--- config.mk ---
export PLATFORM = sky130hd
export DESIGN_NAME = mart_cell
export DESIGN_NICKNAME = d
export VERILOG_FILES = /design/src/hw/rtl/mart_pkg.sv /design/src/hw/rtl/mart_cell.sv
export SDC_FILE = /design/constraint.sdc
export NUM_CORES = 1
export LEC_CHECK = 0
export ABC_AREA = 0
export BUFFER_PORTS_ARGS = -buffer_cell sky130_fd_sc_hd__buf_2
export CAP_MARGIN = 20
export CORE_ASPECT_RATIO = 0.9
export CORE_MARGIN = 2
export CORE_UTILIZATION = 30
export CTS_BUF_LIST = sky130_fd_sc_hd__clkbuf_8
export DETAILED_ROUTE_END_ITERATION = 6
export PLACE_DENSITY_LB_ADDON = 0.3
export SLEW_MARGIN = 5
export SYNTH_ARGS = -nofsm -noshare
export SYNTH_HDL_FRONTEND = slang
export SYNTH_SLANG_ARGS = --single-unit
--- constraint.sdc ---
create_clock -name clk_i -period 2.3 [get_ports clk_i]
set_input_delay 0.345 -clock clk_i [delete_from_list [all_inputs] [get_ports clk_i]]
set_output_delay 0.345 -clock clk_i [all_outputs]
set_load 0.005 [all_outputs]
--- src/hw/rtl/mart_pkg.sv ---
`default_nettype none
// ----------------------------------------------------------------------------
// mart_pkg
// Shared types and constants of the masked address rule table.
// ----------------------------------------------------------------------------
package mart_pkg;

  localparam int TableDepth = 64;
  localparam int CntW       = $clog2(TableDepth + 1);

  localparam int KeyW  = 32;
  localparam int AddrW = 32;
  localparam int KindW = 4;

  typedef enum logic [1:0] {
    CMD_SEARCH = 2'd0,
    CMD_UPDATE = 2'd1,
    CMD_REMOVE = 2'd2
  } cmd_e;

  typedef enum logic [2:0] {
    STAT_NONE     = 3'd0,
    STAT_HIT      = 3'd1,
    STAT_UPDATED  = 3'd2,
    STAT_INSERTED = 3'd3,
    STAT_FULL     = 3'd4
  } stat_e;

  typedef enum logic [2:0] {
    S_IDLE = 3'b001,
    S_CMP  = 3'b010,
    S_RES  = 3'b100
  } fsm_e;

  typedef struct packed {
    logic [KeyW-1:0]  key;
    logic [AddrW-1:0] addr;
    logic [AddrW-1:0] mask;
    logic [KindW-1:0] kinds;
  } entry_t;

  typedef struct packed {
    logic [1:0]       command;
    logic [KeyW-1:0]  key;
    logic [AddrW-1:0] addr;
    logic [AddrW-1:0] mask;
    logic [KindW-1:0] kinds;
    logic [KindW-1:0] filter;
  } item_t;

  // per-cell control from the sequencer
  typedef struct packed {
    logic cmp;    // capture match flag
    logic load;   // write the new entry
    logic shift;  // take the neighbor's entry
  } cell_ctl_t;

endpackage
`default_nettype wire

--- src/hw/rtl/mart_cell.sv ---
`default_nettype none
// ----------------------------------------------------------------------------
// mart_cell
// One table slot: holds an entry, compares it against the current word and
// takes the upper neighbor's entry when the table closes a gap.
// ----------------------------------------------------------------------------
module mart_cell (
  input  logic                clk_i,
  input  mart_pkg::cell_ctl_t ctl_i,
  input  logic                occupied_i,
  input  mart_pkg::item_t     item_i,
  input  mart_pkg::entry_t    next_i,
  output mart_pkg::entry_t    entry_o,
  output logic                match_o
);
  import mart_pkg::*;

  entry_t ent_q, ent_d;
  logic   match_q, match_d;

  always_comb begin
    case (item_i.command)
      CMD_SEARCH: begin
        match_d = occupied_i
                  && (((ent_q.addr ^ item_i.addr) & ent_q.mask) == '0)
                  && ((ent_q.kinds & item_i.filter) != '0);
      end
      CMD_UPDATE, CMD_REMOVE: begin
        match_d = occupied_i && (ent_q.key == item_i.key);
      end
      default: begin
        match_d = 1'b0;
      end
    endcase
  end

  always_comb begin
    ent_d = ent_q;
    if (ctl_i.load) begin
      ent_d.key   = item_i.key;
      ent_d.addr  = item_i.addr;
      ent_d.mask  = item_i.mask;
      ent_d.kinds = item_i.kinds;
    end else if (ctl_i.shift) begin
      ent_d = next_i;
    end
  end

  always_ff @(posedge clk_i) begin
    ent_q <= ent_d;
    if (ctl_i.cmp) begin
      match_q <= match_d;
    end
  end

  assign entry_o = ent_q;
  assign match_o = match_q;

endmodule
`default_nettype wire

==> reports/qor.yml <==
pwr:
  finalPower_uw: 4390
  power_switching_uw: 1120
  p_sw_share_pct: 25.5
  power_frac_clock_pct: 24.6
  powerDensity_mw_per_mm2: 617
  ir_drop_v: 0.000279
  combinationalPowerShare_pct: 21.0
  total_leakage_power_uw: 0.00308
  internal_power_uw: 3280
  pwr-share-seq_pct: 54.5
clock_network:
  cts_resized: 0
  worstSkewPairLatency_ps: 360
  cts.sink_count: 101
  cts_made_buffers: 9
  path_clk_slew_ps: 100
  post_cts_buffers: 0
  cts_root_buf: "clkbuf_8"
  clock_path_buffers: 2
  cts_tree: "yes"
  postCtsHoldBufs: 0
  htreeDepth: 3
placement:
  port_buffers: 311
  placed_cells_incl_taps: 833
  place_congestion: 0.792
  dp_hpwl_um: 11600
synthesis:
  synth_area_mm2: 0.00510
  ys_types: 23
  ys_ff_latch: 101
  synthCells: 318
  async_reset_ff_share_pct: 0
  synth.most_common_cell: "edfxtp_1"
  synth_top_flop_cell: "edfxtp_1"
  syn_nets: 531
  synth_top_area_cell: "edfxtp_1"
  ys_warn_count: 0
  ys_top_cells_by_count: "edfxtp_1 (101), mux2_2 (100), xor2_1 (34)"
  yosysSeqAreaShare_pct: 59.4
  ys_top_cells_by_area: "edfxtp_1 (59%), mux2_2 (22%), xor2_1 (5.8%)"
  syn_avg_cell_area_um2: 16.1
  synth_edf_count: 101
  netlist.area_leader.share_pct: 59.4
drt:
  first_pass_iters: 4
  wl_per_cell_um: 16.9
  drc_errors: 0
  drt_iter0_markers: 117
  drt_wl_total_um: 14400
  postRouteAntennaNets: 0
  vias: 3912
  via_per_inst: 4.61
critical_path:
  cp.arrival_ps: 1950
  cp_slowest_stage_delay_ps: 420
  cp-end-kind: "flop"
  crit_buf_inv: 0
  crit_fanout: 2
  slowest_stage: "edfxtp_1"
  crit_type: "flop to flop"
  critPathTopFamily: "compound AO/OA/AOI/OAI gates"
  path_cells: "xor2_1, a22o_1, a2111oi_2, nand4_1, o31ai_2"
  cp-start-kind: "flop"
  required_ps: 2500
floorplanning:
  io-pin-count: 312
  die_height_um: 128
  core_mm2: 0.0168
  rows: 45
  start_util_pct: 30.4
  die_w_um: 142
  die_area_mm2: 0.0181
global_routing:
  grt_overflow: 0
  grt_usage_pct: 15.2
  antenna_found_initial: 2
  grt_pass1_vias: 4044
  grt_pass1_wl_um: 20900
  grt_max_degree: 56
finish:
  area_growth_pct: 39.6
  layout.cells.non_filler: 848
  antenna_cells: 0
  nNetsFinal: 846
  layout-drive-gt1-share_pct: 68.0
  fin_util_pct: 42.5
  num-fill-cells: 1592
sta:
  holdWs_ps: 177
  clock_skew_ps: 9.89
  period_needed_ps: 1750
  slew-limit-headroom_pct: 72.3
  tightest_slew_ps: 411
  setup_viol_count_final: 0
  finalCritPeriodShare_pct: 76.2
  rsz0062_at_grt: "false"
  finalHoldViolations: 0
  maxSlewViolCount: 0
  fin_setup_tns_ps: 0
  fmax_mhz: 571
outcome:
  status: "complete, no violations"
min_path:
  hp-class: "input port to flop"
run:
  drv_cap: 0
layout make-up:
cell class | count | area, um^2 | share of cell area [%]
sequential | 101 | 3030 | 42.6
multi-input combinational | 204 | 2010 | 28.3
timing repair buffer | 315 | 1630 | 22.8
tap | 211 | 264 | 3.71
clock buffer | 9 | 124 | 1.74
clock inverter | 6 | 56.3 | 0.790
inverter | 2 | 7.51 | 0.105
kinds of logic (layout without fill, tap and decap cells):
family	after synthesis	in the layout	share of synthesized area, %
flip-flops	101	101	59.4
multiplexers	100	100	22.1
XOR/XNOR	64	64	11.1
AO/OA/AOI/OAI	19	19	3.63
AND/OR/NAND/NOR	19	19	2.11
buffers and inverters	13	332	1.18
adder cells (fa/ha/maj)	2	2	0.490
power by group through the flow:
stage          Combinational, uW  Sequential, uW  Clock [uW]
2_1_floorplan                396            2450           0
3_3_place_gp                 928            2430           0
3_5_place_dp                 934            2440           0
4_1_cts                      939            2400        1150
5_1_grt                     1010            2420        1200
6_report                     921            2390        1080
routing by layer:
layer | GRT usage [%] | vias to the layer above | wire, um
met5 | 0 | - | 13
met4 | 6.06 | 2 | 298
met3 | 4.93 | 23 | 1280
met2 | 26.2 | 205 | 6980
met1 | 17.5 | 1829 | 5790
li1 | - | 1853 | -
flip-flops by register name, summed over array words and instances, names as in the netlist:
name and cells:
match_o 1, entry_o 100
worst paths after layout:
check | from | end | slack [ps] | cells after the start
min reg2reg | entry_o[19]$_DFFE_PP_ | match_o$_DFFE_PP_ | 760 | 3
min | ctl_i[2] | match_o$_DFFE_PP_ | 180 | 1
max | entry_o[56]$_DFFE_PP_ | match_o$_DFFE_PP_ | 550 | 5
max reg2reg | entry_o[56]$_DFFE_PP_ | match_o$_DFFE_PP_ | 550 | 5
cells in the final DEF, fill, tap and decap left out:
| cell | netlist | layout |
|---|---|---|
| buf_4 | 0 | 2 |
| ha_1 | 2 | 2 |
| nand2_1 | 2 | 2 |
| nand3_1 | 4 | 4 |
| a22oi_1 | 4 | 4 |
| a221oi_1 | 3 | 3 |
| a22o_1 | 7 | 7 |
| a2111oi_2 | 1 | 1 |
| buf_2 | 9 | 310 |
| bufinv_16 | 0 | 1 |
| nor4_1 | 2 | 2 |
| a222oi_1 | 1 | 1 |
| a221oi_2 | 2 | 2 |
| or2_4 | 0 | 1 |
| o31ai_2 | 1 | 1 |
| xor2_1 | 34 | 34 |
| mux2_2 | 100 | 100 |
| nor2b_1 | 1 | 1 |
| xor2_2 | 1 | 1 |
| clkinvlp_4 | 0 | 2 |
| inv_1 | 2 | 3 |
| edfxtp_1 | 101 | 101 |
| xnor2_1 | 29 | 29 |
| buf_12 | 0 | 3 |
| clkinv_1 | 0 | 2 |
| clkbuf_8 | 0 | 9 |
| nand4_1 | 8 | 8 |
| nor3_1 | 1 | 1 |
stage by stage:
step	setup WS [ps]	instance area, um^2
after floorplan	281	5110
after global placement	425	6950
after detailed placement	373	6950
after CTS	476	7130
after global routing	407	7130
final	548	7130
Note: power is estimated with default switching activity, not from simulation.
